[src/rtl/bad_pkg.sv]
// ----------------------------------------------------------------------------
// Bounded array deque package
// Field widths, operation and status codes, and the cell control bundle.
// ----------------------------------------------------------------------------
package bad_pkg;

  localparam int CAPACITY_DEFAULT = 64;

  localparam int OP_W     = 3;
  localparam int KEY_W    = 32;
  localparam int POS_W    = 6;
  localparam int STATUS_W = 2;
  localparam int COUNT_W  = 7;

  localparam logic [OP_W-1:0] OP_INS_FRONT = 3'd0;
  localparam logic [OP_W-1:0] OP_INS_END   = 3'd1;
  localparam logic [OP_W-1:0] OP_READ      = 3'd2;
  localparam logic [OP_W-1:0] OP_DEL_FIRST = 3'd3;
  localparam logic [OP_W-1:0] OP_DEL_LAST  = 3'd4;

  localparam logic [STATUS_W-1:0] ST_OK    = 2'd0;
  localparam logic [STATUS_W-1:0] ST_FULL  = 2'd1;
  localparam logic [STATUS_W-1:0] ST_EMPTY = 2'd2;

  // broadcast to every cell
  typedef struct packed {
    logic shift_in;     // insert at front: every key moves one cell back
    logic shift_out;    // remove first: every key moves one cell forward
    logic write_end;    // insert at end: the selected cell takes the key
    logic load_probe;   // copy keys into the probe chain
    logic shift_probe;  // probe chain moves one cell toward cell 0
  } cell_ctrl_t;

endpackage

[src/rtl/bad_cell.sv]
// ----------------------------------------------------------------------------
// Deque cell
// Holds one key and one probe word; trades keys with its neighbors.
// ----------------------------------------------------------------------------
module bad_cell (
  input  logic                            clk,
  input  bad_pkg::cell_ctrl_t             ctrl,
  input  logic                            sel,
  input  logic signed [bad_pkg::KEY_W-1:0] new_key,
  input  logic signed [bad_pkg::KEY_W-1:0] prev_key,
  input  logic signed [bad_pkg::KEY_W-1:0] next_key,
  input  logic signed [bad_pkg::KEY_W-1:0] next_probe,
  output logic signed [bad_pkg::KEY_W-1:0] key,
  output logic signed [bad_pkg::KEY_W-1:0] probe
);

  always_ff @(posedge clk) begin
    if (ctrl.shift_in) begin
      key <= prev_key;
    end else if (ctrl.shift_out) begin
      key <= next_key;
    end else if (ctrl.write_end && sel) begin
      key <= new_key;
    end
  end

  always_ff @(posedge clk) begin
    if (ctrl.load_probe) begin
      probe <= key;
    end else if (ctrl.shift_probe) begin
      probe <= next_probe;
    end
  end

endmodule

[config.mk]
export PLATFORM = sky130hd
export DESIGN_NAME = bad_cell
export DESIGN_NICKNAME = d
export VERILOG_FILES = /design/src/rtl/bad_pkg.sv /design/src/rtl/bad_cell.sv
export SDC_FILE = /design/constraint.sdc
export NUM_CORES = 1
export LEC_CHECK = 0
export ABC_AREA = 0
export BUFFER_PORTS_ARGS = -buffer_cell sky130_fd_sc_hd__clkbuf_2
export CAP_MARGIN = 20
export CORE_MARGIN = 1
export CORE_UTILIZATION = 46
export CTS_CLUSTER_DIAMETER = 150
export DETAILED_ROUTE_END_ITERATION = 7
export PLACE_DENSITY = 0.85
export SYNTH_ARGS = -nofsm -noshare
export SYNTH_HDL_FRONTEND = slang
export SYNTH_SLANG_ARGS = --single-unit
export TNS_END_PERCENT = 50
[constraint.sdc]
create_clock -name clk -period 2.63 [get_ports clk]
set_input_delay 0.1315 -clock clk [delete_from_list [all_inputs] [get_ports clk]]
set_output_delay 0.1315 -clock clk [all_outputs]
set_load 0.05 [all_outputs]
==> run summary, run 1 <==
Design area = 4294 um^2
Worst vdd ir = 0.2689 mV
GP Congestion = 0.8297
Synth Warn # = 0
Total grt overflow = 0
DR vias = 2422
First-pass GRT wire length = 11170 um
Setup TNS = 0 ns
Largest cells by area after synthesis = edfxtp_1 (60%), mux2_4 (14%), mux2i_1 (10%)
Vias in the first global route = 2499
Synth top area share = 0.6038
Hold Fails Final Rpt = 0
Post-DR wirelength/cell = 14.82 um
Area of the multi-input gates = 1085 um^2
Layout cells sized above 1 = 0.5947
Routed WL = 7246 um
Data arrival, critical path = 1.29 ns
Syn Nets = 344
Worst-margin pin slew = 0.5556 ns
Critical path fanouts, max = 21
Reg clk slew, reported paths = 0.07 ns
Starting Density = 0.4874
CTS Hold Bufs = 0
CP max stage delay = 0.51 ns
Leakage = 2.149 nW
Cell Area, Synth = 3183 um^2
Number of port buffers = 198
First-pass DRT Iterations = 4
Startpoint Class = input port
Setup bufs post-CTS = 0
Std cell rows = 29
Reported max-cap violation count = 0
Critical Path, Cell by Cell = clkbuf_2 > or2_1 > buf_12
TritonCTS clock tree = yes
Die Y = 85.19 um
Status = finished, final reports clean
Initial antenna violation count = 0
CP required = 2.65 ns
Fin worst setup slack = 1.362 ns
Fin util = 0.6575
# clock sinks = 64
Longest Clk Path Bufs = 2
Seq. cell area = 1922 um^2
Fill count = 481
Via/cell ratio = 4.953
Die Area = 7256 um^2
Dpl hpwl = 5737 um
Area after DPL = 4151 um^2
ANT nets after route = 0
Final nets = 544
Largest net degree at the start of global routing = 39
Dpl ws = 1.016 ns
Final Skew = 0.006496 ns
All-layer global routing usage = 0.2049
Worst setup EP type = flip-flop
Area leader, netlist = edfxtp_1
CTS resizes = 0
Final setup fails = 0
Min Tclk post-route = 1.268 ns
Headroom to the max-slew limit = 0.6296
H-tree depth = 3
Number of I/O pins = 199
Residual DRC count = 0
Commonest cells after routing, fill and taps aside = clkbuf_2 (198), edfxtp_1 (64), mux2i_1 (32), nand2_1 (32)
Post-Synthesis Cells = 209
Area Overhead vs Synth = 34.91%
CP Class = in2reg
Tcrit/Tclk final = 0.4820
Die span in x = 85.19 um
Final Max Slew Viols = 0
Post-synthesis cell type count = 13
Max stage delay cell, worst path = or2_1
#FFs+latches synth = 64
CTS Buf Count = 9
Register area share after synthesis = 0.6038
Bufs and invs on worst path = 2
Syn avg cell area = 15.23 um^2
Drt first-iter violations = 72
Pwr Density = 663.4 nW/um^2
Fmax = 0.7888 GHz
Leading cell type in the layout, fill and taps excluded = clkbuf_2
CP delay by family, top = buffers and inverters
Worst-skew pair later-pin latency = 0.32 ns
Clock Tree Root = clkbuf_8
RSZ-0062 raised after global routing = false
Ant diodes = 0
Area of the core = 6531 um^2
Worst min-delay path category = in2reg
## synthesized netlist by cell type
master	n
o21ai_1	29
or2_1	1
a211o_1	1
mux2_4	29
mux2_2	3
buf_12	6
clkbuf_1	1
buf_6	2
mux2i_1	32
o21ai_0	3
edfxtp_1	64
buf_2	6
nand2_1	32
## flip-flops by register name (all words and copies together), names as in the netlist
register / count
probe: 32
key: 32
## logic make-up after synthesis
group | Yosys count | share of synthesized area
and+or+nand+nor | 33 | 0.03970
DFF | 64 | 0.6038
buffers and inverters | 15 | 0.05542
muxes | 64 | 0.2480
AOI/OAI and AO/OA | 33 | 0.05307
## worst paths after layout
path	cells after the start	end	slack, ns	from
worst max-delay path	3	probe[7]	1.36	ctrl[1]
worst min-delay path	3	key[11]	0.09	prev_key[11]
worst max register to register	1	probe[24]	1.68	key[24]
worst min register to register	1	probe[26]	0.58	key[26]
## power by group
| group | internal, mW | switching (mW) |
|---|---|---|
| Sequential | 1.27 | 0.0524 |
| Clock | 0.323 | 0.331 |
| Combinational | 0.268 | 0.601 |
## metrics by stage
step / cells / power [mW] / hold WS, ns
CTS: 489 / 2.875 / 0.07878
global placement: 475 / 2.208 / 0.4200
floorplan: 209 / 1.988 / 0.3227
global route: 489 / 2.958 / 0.09738
detailed placement: 475 / 2.224 / 0.4207
finish: 489 / 2.849 / 0.09223
## layer usage
layer,track usage,wire [um]
met5,0,0
met4,0.1048,183
met1,0.2037,2560
met2,0.3886,3902
met3,0.05447,600
## area by class of cell
class	instances	share of cell area
flip-flops and latches	64	0.4476
multi-input cells	130	0.2526
repair buffers	204	0.2442
clock buffers	11	0.03059
well taps	77	0.02244
clock inverters	3	0.002622
No activity file was read; power rests on OpenSTA's default activity.
==> inputs of run 2 (changes only) <==
--- a/config.mk
+++ b/config.mk
@@ -5,14 +5,14 @@
 export SDC_FILE = /design/constraint.sdc
 export NUM_CORES = 1
 export LEC_CHECK = 0
-export ABC_AREA = 0
+export ABC_AREA = 1
 export BUFFER_PORTS_ARGS = -buffer_cell sky130_fd_sc_hd__clkbuf_2
 export CAP_MARGIN = 20
 export CORE_MARGIN = 1
-export CORE_UTILIZATION = 46
+export CORE_UTILIZATION = 44
 export CTS_CLUSTER_DIAMETER = 150
 export DETAILED_ROUTE_END_ITERATION = 7
-export PLACE_DENSITY = 0.85
+export PLACE_DENSITY = 0.81
 export SYNTH_ARGS = -nofsm -noshare
 export SYNTH_HDL_FRONTEND = slang
 export SYNTH_SLANG_ARGS = --single-unit
==> constraint.sdc (replaced) <==
create_clock -name clk -period 1.2 [get_ports clk]
set_input_delay 0.06 -clock clk [delete_from_list [all_inputs] [get_ports clk]]
set_output_delay 0.06 -clock clk [all_outputs]
set_load 0.05 [all_outputs]
==> run 2 against run 1 <==
Compared with the run above:
- area after synthesis rose by 5.2%
- combinational power increased by 120%
- hold slack got worse by 0.080 ns
- clock power grew to 2.6 times the previous value
- non-clock buffer count grew 13
- core utilization down 1.7 points
- largest power group unchanged
==> run summary, run 2 <==
Final Max Slew Viols = 0 (unchanged)
CP max stage delay = 0.44 ns (was 0.51 ns)
Leakage = 2.722 nW (was 2.149 nW)
Drt first-iter violations = 127 (was 72)
Ys async rst share = 0 (unchanged)
Cell count after placement = 693 (was 475)
CTS Buf Count = 9 (unchanged)
ANT nets after route = 0 (unchanged)
H-tree depth = 3 (unchanged)
DR vias = 3278 (was 2422)
Post-DR wirelength/cell = 12.75 um (was 14.82 um)
EDFF count, synth = 64 (unchanged)
Reg clk slew, reported paths = 0.07 ns (about the same)
Worst vdd ir = 0.5965 mV (was 0.2689 mV)
Synth top area share = 0.5738 (was 0.6038)
Reported max-cap violation count = 0 (unchanged)
Design area = 4673 um^2 (was 4294 um^2)
Layout cells sized above 1 = 0.3569 (was 0.5947)
Worst-skew pair later-pin latency = 0.32 ns (about the same)
Status = finished, final reports clean (unchanged)
Area Overhead vs Synth = 39.52% (was 34.91%)
Critical path fanouts, max = 2 (was 21)
Leading cell type in the layout, fill and taps excluded = nand2_1 (was clkbuf_2)
FF-to-FF path depth = 2 (was 1)
Area of the core = 7292 um^2 (was 6531 um^2)
Die span in x = 89.25 um (was 85.19 um)
Ant diodes = 0 (unchanged)
Data arrival, critical path = 1.02 ns (was 1.29 ns)
Setup bufs post-CTS = 0 (unchanged)
Primary FF master, synth = edfxtp_1 (unchanged)
Headroom to the max-slew limit = 0.4896 (was 0.6296)
Min Tclk post-route = 1.081 ns
Most common cell in the netlist = nand2_1 (was edfxtp_1)
Setup TNS = 0 ns (unchanged)
Register area share after synthesis = 0.5738 (was 0.6038)
Area after DPL = 4367 um^2 (was 4151 um^2)
Fin worst setup slack = 0.1188 ns (was 1.362 ns)
Worst min-delay path category = in2reg (unchanged)
Area leader, netlist = edfxtp_1 (unchanged)
Starting Density = 0.4593 (was 0.4874)
#FFs+latches synth = 64 (unchanged)
Fin cells = 721 (was 489)
Post-Synthesis Cells = 411 (was 209)
CTS Hold Bufs = 13 (was 0)
Fin util = 0.6409 (was 0.6575)
Hold Fails Final Rpt = 0 (unchanged)
CP delay by family, top = flip-flops (was buffers and inverters)
CP Class = reg2out (was in2reg)
Final Power = 6.494 mW (was 2.849 mW)
Reg2Reg Launch Point = key[30] (was key[24])
Residual DRC count = 0 (unchanged)
Die Y = 89.25 um (was 85.19 um)
Dpl hpwl = 6773 um (was 5737 um)
Reg-to-reg endpoint = probe[30] (was probe[24])
Number of I/O pins = 199 (unchanged)
CP required = 1.14 ns (was 2.65 ns)
First-pass GRT wire length = 12880 um (was 11170 um)
Die Area = 7966 um^2 (was 7256 um^2)
CTS resizes = 0 (unchanged)
Syn Nets = 546 (was 344)
Final setup fails = 0 (unchanged)
Area of the multi-input gates = 1028 um^2 (was 1085 um^2)
# clock sinks = 64 (unchanged)
Number of port buffers = 198 (unchanged)
Seq. cell area = 1922 um^2 (unchanged)
Tcrit/Tclk final = 0.9010
Syn avg cell area = 8.150 um^2 (was 15.23 um^2)
All-layer global routing usage = 0.2207 (was 0.2049)
Reg2reg setup slack = 0.38 ns (was 1.68 ns)
Fmax = 0.9249 GHz
Max stage delay cell, worst path = edfxtp_1 (was or2_1)
Startpoint Class = flip-flop (was input port)
Cell Area, Synth = 3349 um^2 (was 3183 um^2)
Post-synthesis cell type count = 10 (was 13)
Worst setup EP type = output port (was flip-flop)
Routed WL = 9196 um (was 7246 um)
Bufs and invs on worst path = 1 (was 2)
Min-Delay Endpoint = probe[7] (was key[11])
Total grt overflow = 0 (unchanged)
Final nets = 753 (was 544)
Vias in the first global route = 2891 (was 2499)
Met2 usage = 0.4192 (was 0.3886)
Worst-margin pin slew = 0.7656 ns (was 0.5556 ns)
Via/cell ratio = 4.546 (was 4.953)
Worst Hold Slack = 0.01180 ns (was 0.09223 ns)
Hold path start = next_probe[7] (was prev_key[11])
RSZ-0062 raised after global routing = false (unchanged)
Fill count = 614 (was 481)
TritonCTS clock tree = yes (unchanged)
Std cell rows = 31 (was 29)
First-pass DRT Iterations = 4 (unchanged)
Pwr Density = 1390 nW/um^2 (was 663.4 nW/um^2)
Most Crowded Layer GR = met2 (unchanged)
Hold depth = 3 (unchanged)
GR Util met1 = 0.2536 (was 0.2037)
Dpl ws = -0.03590 ns (was 1.016 ns)
Initial antenna violation count = 0 (unchanged)
Critical Path, Cell by Cell = clkbuf_2 (was clkbuf_2 > or2_1 > buf_12)
Largest net degree at the start of global routing = 34 (was 39)
Largest cells by area after synthesis = edfxtp_1 (57%), nand2_1 (25%), inv_1 (7.2%) (was edfxtp_1 (60%), mux2_4 (14%), mux2i_1 (10%))
Final Skew = 0.008546 ns (was 0.006496 ns)
GP Congestion = 0.8516 (was 0.8297)
Met3 Use GR = 0.02308 (was 0.05447)
Synth Warn # = 0 (unchanged)
Clock Tree Root = clkbuf_8 (unchanged)
Commonest cells after routing, fill and taps aside = nand2_1 (225), clkbuf_2 (198), inv_1 (64), edfxtp_1 (64), nand3_1 (32) (was clkbuf_2 (198), edfxtp_1 (64), mux2i_1 (32), nand2_1 (32))
Largest regs = key: 32 flops, probe: 32 flops (unchanged)
Longest Clk Path Bufs = 2 (unchanged)
Top post-synthesis cells by count = nand2_1 (225), edfxtp_1 (64), inv_1 (64) (was edfxtp_1 (64), mux2i_1 (32), nand2_1 (32))
-- run 2: changes by cell type in the layout (fill, tap and decap cells not counted), sizes merged, moves of 13 or more --
cell / delta
mux2: -32
nand2: +193
nand3: +33
o21ai: -32
dlygate4sd3: +13
mux2i: -32
inv: +67
-- run 2: area by class of cell --
cell class / instances / area share
Sequential cell: 64 / 0.4112
Tap cell: 99 / 0.02651
Inverter: 67 / 0.05489
Timing Repair Buffer: 217 / 0.2495
Clock inverter: 5 / 0.01044
Multi-Input combinational cell: 259 / 0.2201
Clock buffer: 10 / 0.02731
-- run 2: how the worst max path moves through the flow --
stage               startpoint         to  slack [ns]  depth (start not counted)
floorplan              ctrl[4]     key[0]        0.15                          4
global placement       ctrl[1]  probe[18]       0.006                          5
detailed placement     ctrl[1]   probe[3]       -0.04                          5
CTS                    key[30]    key[30]        0.10                          1
global route           key[30]    key[30]        0.09                          1
finish                 key[30]    key[30]        0.12                          1
-- run 2: layer usage --
| metal | share of wire | wire (um) |
|---|---|---|
| met4 | 0.011 | 103 |
| met2 | 0.53 | 4899 |
| met1 | 0.39 | 3612 |
| met3 | 0.063 | 580 |
| met5 | 0 | 0 |
-- run 2: cells by family after synthesis --
group | Yosys count | synth area share
simple gates | 259 | 0.3033
buf+inv | 88 | 0.1229
flops | 64 | 0.5738
-- run 2: power by group --
group | internal (mW) | total [mW] | switching (mW)
clock | 0.931 | 1.68 | 0.745
combinational | 0.496 | 1.90 | 1.41
sequential | 2.78 | 2.91 | 0.129
