[src/rtl/bad_pkg.sv]
// ----------------------------------------------------------------------------
// Bounded array deque package
// Field widths, operation and status codes, and the cell control bundle.
// ----------------------------------------------------------------------------
package bad_pkg;

  localparam int CAPACITY_DEFAULT = 64;

  localparam int OP_W     = 3;
  localparam int KEY_W    = 32;
  localparam int POS_W    = 6;
  localparam int STATUS_W = 2;
  localparam int COUNT_W  = 7;

  localparam logic [OP_W-1:0] OP_INS_FRONT = 3'd0;
  localparam logic [OP_W-1:0] OP_INS_END   = 3'd1;
  localparam logic [OP_W-1:0] OP_READ      = 3'd2;
  localparam logic [OP_W-1:0] OP_DEL_FIRST = 3'd3;
  localparam logic [OP_W-1:0] OP_DEL_LAST  = 3'd4;

  localparam logic [STATUS_W-1:0] ST_OK    = 2'd0;
  localparam logic [STATUS_W-1:0] ST_FULL  = 2'd1;
  localparam logic [STATUS_W-1:0] ST_EMPTY = 2'd2;

  // broadcast to every cell
  typedef struct packed {
    logic shift_in;     // insert at front: every key moves one cell back
    logic shift_out;    // remove first: every key moves one cell forward
    logic write_end;    // insert at end: the selected cell takes the key
    logic load_probe;   // copy keys into the probe chain
    logic shift_probe;  // probe chain moves one cell toward cell 0
  } cell_ctrl_t;

endpackage

[src/rtl/bad_ctrl.sv]
// ----------------------------------------------------------------------------
// Deque controller
// Decodes commands, keeps the key count, steers the cells, registers results.
// ----------------------------------------------------------------------------
module bad_ctrl #(
  parameter int CAPACITY = bad_pkg::CAPACITY_DEFAULT,
  localparam int CW      = $clog2(CAPACITY + 1)
) (
  input  logic                               clk,
  input  logic                               rst,
  input  logic                               start,
  input  logic [bad_pkg::OP_W-1:0]           operation,
  input  logic [bad_pkg::POS_W-1:0]          position,
  input  logic signed [bad_pkg::KEY_W-1:0]   probe_head,
  output logic                               busy,
  output bad_pkg::cell_ctrl_t                cell_ctrl,
  output logic [CW-1:0]                      count,
  output logic                               done,
  output logic [bad_pkg::STATUS_W-1:0]       status,
  output logic signed [bad_pkg::KEY_W-1:0]   read_key,
  output logic [bad_pkg::COUNT_W-1:0]        entry_count
);

  localparam int CMPW = (CW > bad_pkg::POS_W) ? CW : bad_pkg::POS_W;

  typedef enum logic [1:0] {
    ST_IDLE  = 2'b01,
    ST_PROBE = 2'b10
  } state_t;

  state_t                             state, state_next;
  logic [CW-1:0]                      count_next;
  logic [bad_pkg::POS_W-1:0]          remaining, remaining_next;
  logic                               done_next;
  logic [bad_pkg::STATUS_W-1:0]       status_next;
  logic signed [bad_pkg::KEY_W-1:0]   read_key_next;
  logic                               full, empty, in_range;

  assign full     = (count == CW'(CAPACITY));
  assign empty    = (count == '0);
  assign in_range = (CMPW'(position) < CMPW'(count));
  assign busy     = (state == ST_PROBE);

  always_comb begin
    state_next     = state;
    count_next     = count;
    remaining_next = remaining;
    done_next      = 1'b0;
    status_next    = status;
    read_key_next  = read_key;
    cell_ctrl      = '0;
    unique case (state)
      ST_IDLE: begin
        if (start) begin
          done_next     = 1'b1;
          status_next   = bad_pkg::ST_OK;
          read_key_next = '0;
          unique case (operation)
            bad_pkg::OP_INS_FRONT: begin
              if (full) begin
                status_next = bad_pkg::ST_FULL;
              end else begin
                cell_ctrl.shift_in = 1'b1;
                count_next         = count + 1'b1;
              end
            end
            bad_pkg::OP_INS_END: begin
              if (full) begin
                status_next = bad_pkg::ST_FULL;
              end else begin
                cell_ctrl.write_end = 1'b1;
                count_next          = count + 1'b1;
              end
            end
            bad_pkg::OP_READ: begin
              if (in_range) begin
                done_next            = 1'b0;
                cell_ctrl.load_probe = 1'b1;
                remaining_next       = position;
                state_next           = ST_PROBE;
              end else begin
                status_next = bad_pkg::ST_EMPTY;
              end
            end
            bad_pkg::OP_DEL_FIRST: begin
              if (empty) begin
                status_next = bad_pkg::ST_EMPTY;
              end else begin
                cell_ctrl.shift_out = 1'b1;
                count_next          = count - 1'b1;
              end
            end
            bad_pkg::OP_DEL_LAST: begin
              if (empty) begin
                status_next = bad_pkg::ST_EMPTY;
              end else begin
                count_next = count - 1'b1;
              end
            end
            default: begin
            end
          endcase
        end
      end
      ST_PROBE: begin
        if (remaining == '0) begin
          done_next     = 1'b1;
          status_next   = bad_pkg::ST_OK;
          read_key_next = probe_head;
          state_next    = ST_IDLE;
        end else begin
          cell_ctrl.shift_probe = 1'b1;
          remaining_next        = remaining - 1'b1;
        end
      end
      default: begin
        state_next = ST_IDLE;
      end
    endcase
  end

  always_ff @(posedge clk) begin
    if (rst) begin
      state <= ST_IDLE;
      count <= '0;
      done  <= 1'b0;
    end else begin
      state <= state_next;
      count <= count_next;
      done  <= done_next;
    end
  end

  always_ff @(posedge clk) begin
    remaining   <= remaining_next;
    status      <= status_next;
    read_key    <= read_key_next;
    entry_count <= bad_pkg::COUNT_W'(count_next);
  end

endmodule

[config.mk]
export PLATFORM = sky130hd
export DESIGN_NAME = bad_ctrl
export DESIGN_NICKNAME = d
export VERILOG_FILES = /design/src/rtl/bad_pkg.sv /design/src/rtl/bad_ctrl.sv
export SDC_FILE = /design/constraint.sdc
export NUM_CORES = 1
export LEC_CHECK = 0
export BUFFER_PORTS_ARGS = -buffer_cell sky130_fd_sc_hd__buf_4
export CAP_MARGIN = 10
export CORE_MARGIN = 3
export CORE_UTILIZATION = 53
export DETAILED_ROUTE_END_ITERATION = 12
export PLACE_DENSITY = 0.94
export SLEW_MARGIN = 20
export SYNTH_ARGS = -nofsm -noshare
export SYNTH_HDL_FRONTEND = slang
export SYNTH_SLANG_ARGS = --single-unit
[constraint.sdc]
create_clock -name clk -period 5.8 [get_ports clk]
set_input_delay 0 -clock clk [delete_from_list [all_inputs] [get_ports clk]]
set_output_delay 0 -clock clk [all_outputs]
set_load 0.02 [all_outputs]
==> flow_summary.toml, run 1 <==
[sta]
finalCritPeriodShare_pct = 45.0
slew_violations = 0
slew_headroom_pct = 27.7
setup_tns_ns = 0
timing.fmax_mhz = 383
skew_ns = 0.00902
setup_viol = 0
rsz0062_at_grt = "no"
fin_crit_ns = 2.61
finalHoldViolCount = 0
worstMarginPinSlew_ns = 1.08

[global_route]
grt_overflow_total = 0
grt_usage_pct = 30.1
first_global_vias = 2531
grt_antenna_before_repair = 0
grt_max_degree = 49
grt_pass1_wl_mm = 13.8

[synthesis]
ys_ff_latch = 57
yosysSeqAreaShare_pct = 56.4
syn_avg_cell_area_sq_um = 11.3
synth_nets = 297
ys_types = 47
yosys_warnings = 0
syn_inst = 242
synth.cell_area_sq_um = 2730

[worst_setup_path]
cpPeakStageDelay_ns = 0.90
cp-end-kind = "register"
crit_family = "compound AO/OA/AOI/OAI gates"
cp_slowest_cell = "a21oi_4"
cp_data_arrival_time_ns = 2.56
r2r_slack_ns = 3.19
worst-path-max-fanout = 48
path_class = "reg -> reg"
critPathBufInv = 1
cp_data_required_time_ns = 5.75
startpoint_type = "register"
path_cells = "inv_1 > ha_2 > nand2b_1 > a21oi_4"

[finish]
fin_cells = 447
nNetsFinal = 431
final_common_cell = "buf_4"
drive_above_1_share_pct = 32.1
n_antenna_cell = 0
final_cell_mix = "buf_4 (98), edfxtp_1 (40), dlygate4sd3_1 (35)"
syn2layout_area_growth_pct = 47.8

[floorplanning]
fp-row-count = 25
start_util_pct = 56.4
die_area_sq_um = 6050
die_width_um = 77.8
die_y_um = 77.8
io_pins = 99
core_sq_um = 4850

[route]
routedWlPerCell_um = 19.1
dr.pass1.iters = 5
ant_nets = 0
drt_iter0_drc = 230
vias = 2475
via_per_inst = 5.54
totalWireLength_mm = 8.54
drc_errors = 0

[clock_tree]
root_buffer = "clkbuf_8"
cts_buffers = 9
clk_pin_slew_ns = 0.07
cts_max_path_buffers = 2
post-cts-setup-buffers = 0
cts_tree = "yes"
post_cts_resized = 0
clk_latency_ns = 0.34
cts_sinks = 57
cts_max_level = 3

[job]
drv_cap = 0

[pwr]
powerDensity_nw_per_um2 = 236
ir_drop_mv = 0.217
leakage_nw = 1.75

[place]
dp_hpwl_mm = 5.31
gp_congestion = 0.866
place_inst = 397
portBuffers = 98

[run_status]
status = "finished clean"

[worst_hold_path]
hp-class = "in -> reg"
[synth_stat cells (all sizes together)]
master | count | area, sq um
o22ai | 1 | 6.26
nor2 | 13 | 48.8
nand4 | 2 | 12.5
or4 | 4 | 30.0
o311ai | 2 | 17.5
a21o | 1 | 7.51
a22o | 1 | 8.76
or2 | 2 | 12.5
buf | 2 | 22.5
and4b | 1 | 10.0
inv | 12 | 45.0
mux2 | 1 | 11.3
a211oi | 2 | 15.0
or3 | 1 | 11.3
a31o | 1 | 8.76
edfxtp | 40 | 1200
nand3 | 5 | 25.0
a31oi | 2 | 12.5
dfxtp | 17 | 340
nand2 | 12 | 45.0
o21a | 2 | 15.0
or3b | 2 | 17.5
a21oi | 18 | 90.1
nor4 | 4 | 40.0
o21ba | 1 | 10.0
a221o | 1 | 10.0
ha | 11 | 138
nor2b | 6 | 45.0
and3 | 2 | 12.5
o21bai | 2 | 15.0
a211o | 2 | 17.5
xor2 | 2 | 17.5
nor3 | 4 | 20.0
and3b | 2 | 17.5
or2b | 1 | 7.51
clkbuf | 8 | 30.0
o31ai | 2 | 15.0
and2 | 32 | 200
xnor2 | 6 | 52.6
o21ai | 8 | 43.8
nand2b | 3 | 18.8
and2b | 1 | 7.51
[cell families after synthesis]
family / synth area share (%)
xor gates and xnor gates: 2.56
DFF: 56.4
AOI/OAI and AO/OA: 10.7
buffers and inverters: 3.57
adders and majority gates: 5.04
muxes: 0.412
and+or+nand+nor: 21.3
[through the flow]
step / util (%) / hold slack, ns / power [W] / setup slack (ns) / area, sq um
floorplan: - / 0.0643 / 0.000532 / 2.64 / 2730
global placement: 72.4 / 0.256 / 0.000588 / 3.07 / 3510
detailed placement: 72.4 / 0.262 / 0.000592 / 2.89 / 3510
CTS: 83.3 / 0.000754 / 0.000944 / 2.88 / 4040
global route: 83.3 / 0.0192 / 0.000990 / 3.04 / 4040
finish: 83.3 / 0.0308 / 0.000955 / 3.19 / 4040
[worst paths after layout]
path	start	end	depth (start not counted)
min	position[5]	remaining[5]	3
max reg2reg	state[0]	read_key[19]	4
min reg2reg	state[1]	state[1]	2
max	state[0]	read_key[19]	4
[tightest hold or removal path, cell delays in order]
cell     delay [ns]
buf_4          0.09
nor2_1         0.04
a21oi_1        0.11
[repair_timing]
item / 4_1_cts / 5_1_grt
hold endpoints to repair: 40 / 0
setup endpoints to repair: 0 / 0
hold buffers: 35 / 0
[flip-flops by register name (all words and copies together) (netlist names)]
signal and cells:
entry_count 7, count 7, status 2, state 2, read_key 32, done 1, remaining 6
[routing by layer]
metal  wire [um]  vias to the layer above  global-route usage, %  share of wire, %
met2        4000                      153                   48.5                47
met1        3470                     1164                   37.2                41
li1            -                     1139                      -                 -
met4         159                        0                   9.61               1.9
met3         908                       19                   11.3                11
met5           0                        -                      0                 0
[power breakdown]
| group | internal [W] | switching [W] | leakage, nW |
|---|---|---|---|
| logic | 0.0000735 | 0.0000743 | 1.11 |
| clock network | 0.000192 | 0.000155 | 0.0910 |
| registers | 0.000452 | 0.00000873 | 0.541 |
[layout make-up]
| class | instances | area, sq um |
|---|---|---|
| Fill cell | 220 | 810 |
| Sequential cell | 57 | 1540 |
| Tap cell | 67 | 83.8 |
| Multi-Input combinational cell | 163 | 1110 |
| Clock buffer | 10 | 128 |
| Inverter | 12 | 45.0 |
| Clock inverter | 5 | 47.5 |
| Timing Repair Buffer | 133 | 1090 |
Note: power is estimated with default switching activity, not from simulation.
==> run 2, diff against run 1 <==
CORE_UTILIZATION = 45   (was 53)
PLACE_DENSITY = 0.86   (was 0.94)
clock period = 2.4 ns   (was 5.8 ns; I/O delays follow)
==> run 2 against run 1 <==
Effect of this change:
- global-route usage shrank 8.2 points
- non-clock buffer count grew 5
- via count decreased by 2.3%
- register-to-register slack lost 3.0 ns
- worst setup slack got worse by 3.0 ns
- critical path depth rose by 3
- die area up 16%
- cell count is 2.5% higher
- total power rose by 130%
- maximum frequency up 18%
- clock power up 110%
==> flow_summary.toml, run 2 (synthesized netlist as in run 1, its figures left out) <==
[run_status]
status = "finished clean"

[sta]
slew_violations = 0
slew_headroom_pct = 61.3
finalHoldViolCount = 0
worstMarginPinSlew_ns = 0.580
setup_tns_ns = 0
skew_ns = 0.00841
setup_viol = 0
rsz0062_at_grt = "no"
timing.fmax_mhz = 452
finalCritPeriodShare_pct = 92.2
fin_crit_ns = 2.21

[finish]
largest_register = "read_key"
fin_util_pct = 71.7
n_antenna_cell = 0
syn2layout_area_growth_pct = 48.9
design_area_sq_um = 4070
nNetsFinal = 436
largest_reg_flops = 32
drive_above_1_share_pct = 33.2
final_common_cell = "buf_4"
top_regs = "read_key: 32 flops, count: 7 flops, entry_count: 7 flops"
final_cell_mix = "buf_4 (104), edfxtp_1 (40), dlygate4sd3_1 (33)"

[worst_setup_path]
critPathBufInv = 1
reg2reg_depth = 7
cp-end-kind = "register"
timing.rr.start = "count[0]"
cp_data_arrival_time_ns = 2.45
cpPeakStageDelay_ns = 0.51
path_class = "reg -> reg"
startpoint_type = "register"
r2r-end = "count[5]"
crit_family = "simple AND/OR/NAND/NOR gates"
r2r_slack_ns = 0.19
cp_slowest_cell = "or3b_1"
cp_data_required_time_ns = 2.64
path_cells = "inv_1 > ha_1 > or3b_1 > nor4_4 > a211oi_1 > a221o_1 > nor2b_4"
worst-path-max-fanout = 7

[route]
routedWlPerCell_um = 16.6
via_per_inst = 5.28
dr.pass1.iters = 4
totalWireLength_mm = 7.59
ant_nets = 0
drc_errors = 0
vias = 2417
drt_iter0_drc = 132

[global_route]
grt_overflow_total = 0
first_global_vias = 2383
grt_antenna_before_repair = 0
grt_max_degree = 28
grt_usage_pct = 21.9
grt_pass1_wl_mm = 11.9

[clock_tree]
post-cts-setup-buffers = 0
cts_buffers = 9
cts_max_level = 3
clk_latency_ns = 0.34
cts_max_path_buffers = 2
cts_sinks = 57
root_buffer = "clkbuf_8"
clk_pin_slew_ns = 0.07
cts_tree = "yes"

[floorplanning]
die_y_um = 83.9
die_width_um = 83.9
start_util_pct = 48.1
core_sq_um = 5680
fp-row-count = 27
die_area_sq_um = 7040
io_pins = 99

[worst_hold_path]
hp-start = "probe_head[21]"
hold_depth = 2
whs_endpoint = "read_key[21]"
hp-class = "in -> reg"

[place]
gp_congestion = 0.988
dpl_cell_area_sq_um = 3580
portBuffers = 98
dp_hpwl_mm = 5.26

[pwr]
ir_drop_mv = 0.364
powerDensity_nw_per_um2 = 540
leakage_nw = 1.77

[job]
drv_cap = 0
==> run 2: cell count changes in the layout (fill, tap and decap cells not counted), sizes merged <==
cell and change:
buf +7, clkbuf +2, dlygate4sd3 -2, bufinv -1, clkinv -1, clkinvlp +1
==> run 2: power breakdown <==
part / internal [W] / leakage (nW) / total (W) / switching (W)
Combinational: 0.000182 / 1.15 / 0.000361 / 0.000178
Sequential: 0.00109 / 0.541 / 0.00111 / 0.0000187
Clock: 0.000366 / 0.0754 / 0.000726 / 0.000360
==> run 2: area by class of cell <==
type	instances	area (sq um)
Inverter	12	45.0
Clock buffer	12	135
Fill cell	382	1610
Timing Repair Buffer	138	1130
Multi-Input combinational cell	163	1110
Sequential cell	57	1540
Clock inverter	4	20.0
Tap cell	72	90.1
==> run 2: layer usage <==
layer | vias to the layer above | GRT usage, % | routed length [um]
li1 | 1150 | - | -
met1 | 1116 | 28.0 | 3150
met2 | 132 | 35.4 | 3600
met3 | 19 | 5.03 | 644
met4 | 0 | 9.65 | 189
met5 | - | 0 | 0
==> run 2: how the worst max path moves through the flow <==
stage | start | end | slack [ns] | cells after the start
global route | count[0] | count[5] | 0.01 | 7
floorplan | count[4] | remaining[0] | 0.03 | 7
global placement | count[0] | count[5] | 0.31 | 7
CTS | count[2] | remaining[3] | 0.20 | 7
finish | count[0] | count[5] | 0.19 | 7
detailed placement | count[2] | remaining[3] | 0.22 | 7
==> run 2: stage by stage <==
stage	hold slack (ns)	worst slack, ns	total power [W]	cells
2_1_floorplan	0.0643	0.0276	0.00129	242
3_3_place_gp	0.263	0.308	0.00143	409
4_1_cts	0.00217	0.204	0.00221	458
6_report	0.00752	0.188	0.00220	458
3_5_place_dp	0.262	0.222	0.00144	409
5_1_grt	0.00413	0.0141	0.00228	458
==> run 2: timing repair <==
item                       CTS  global route
resized for setup            0             1
hold buffers                33             0
hold endpoints to repair    38             0
setup endpoints to repair    0             6
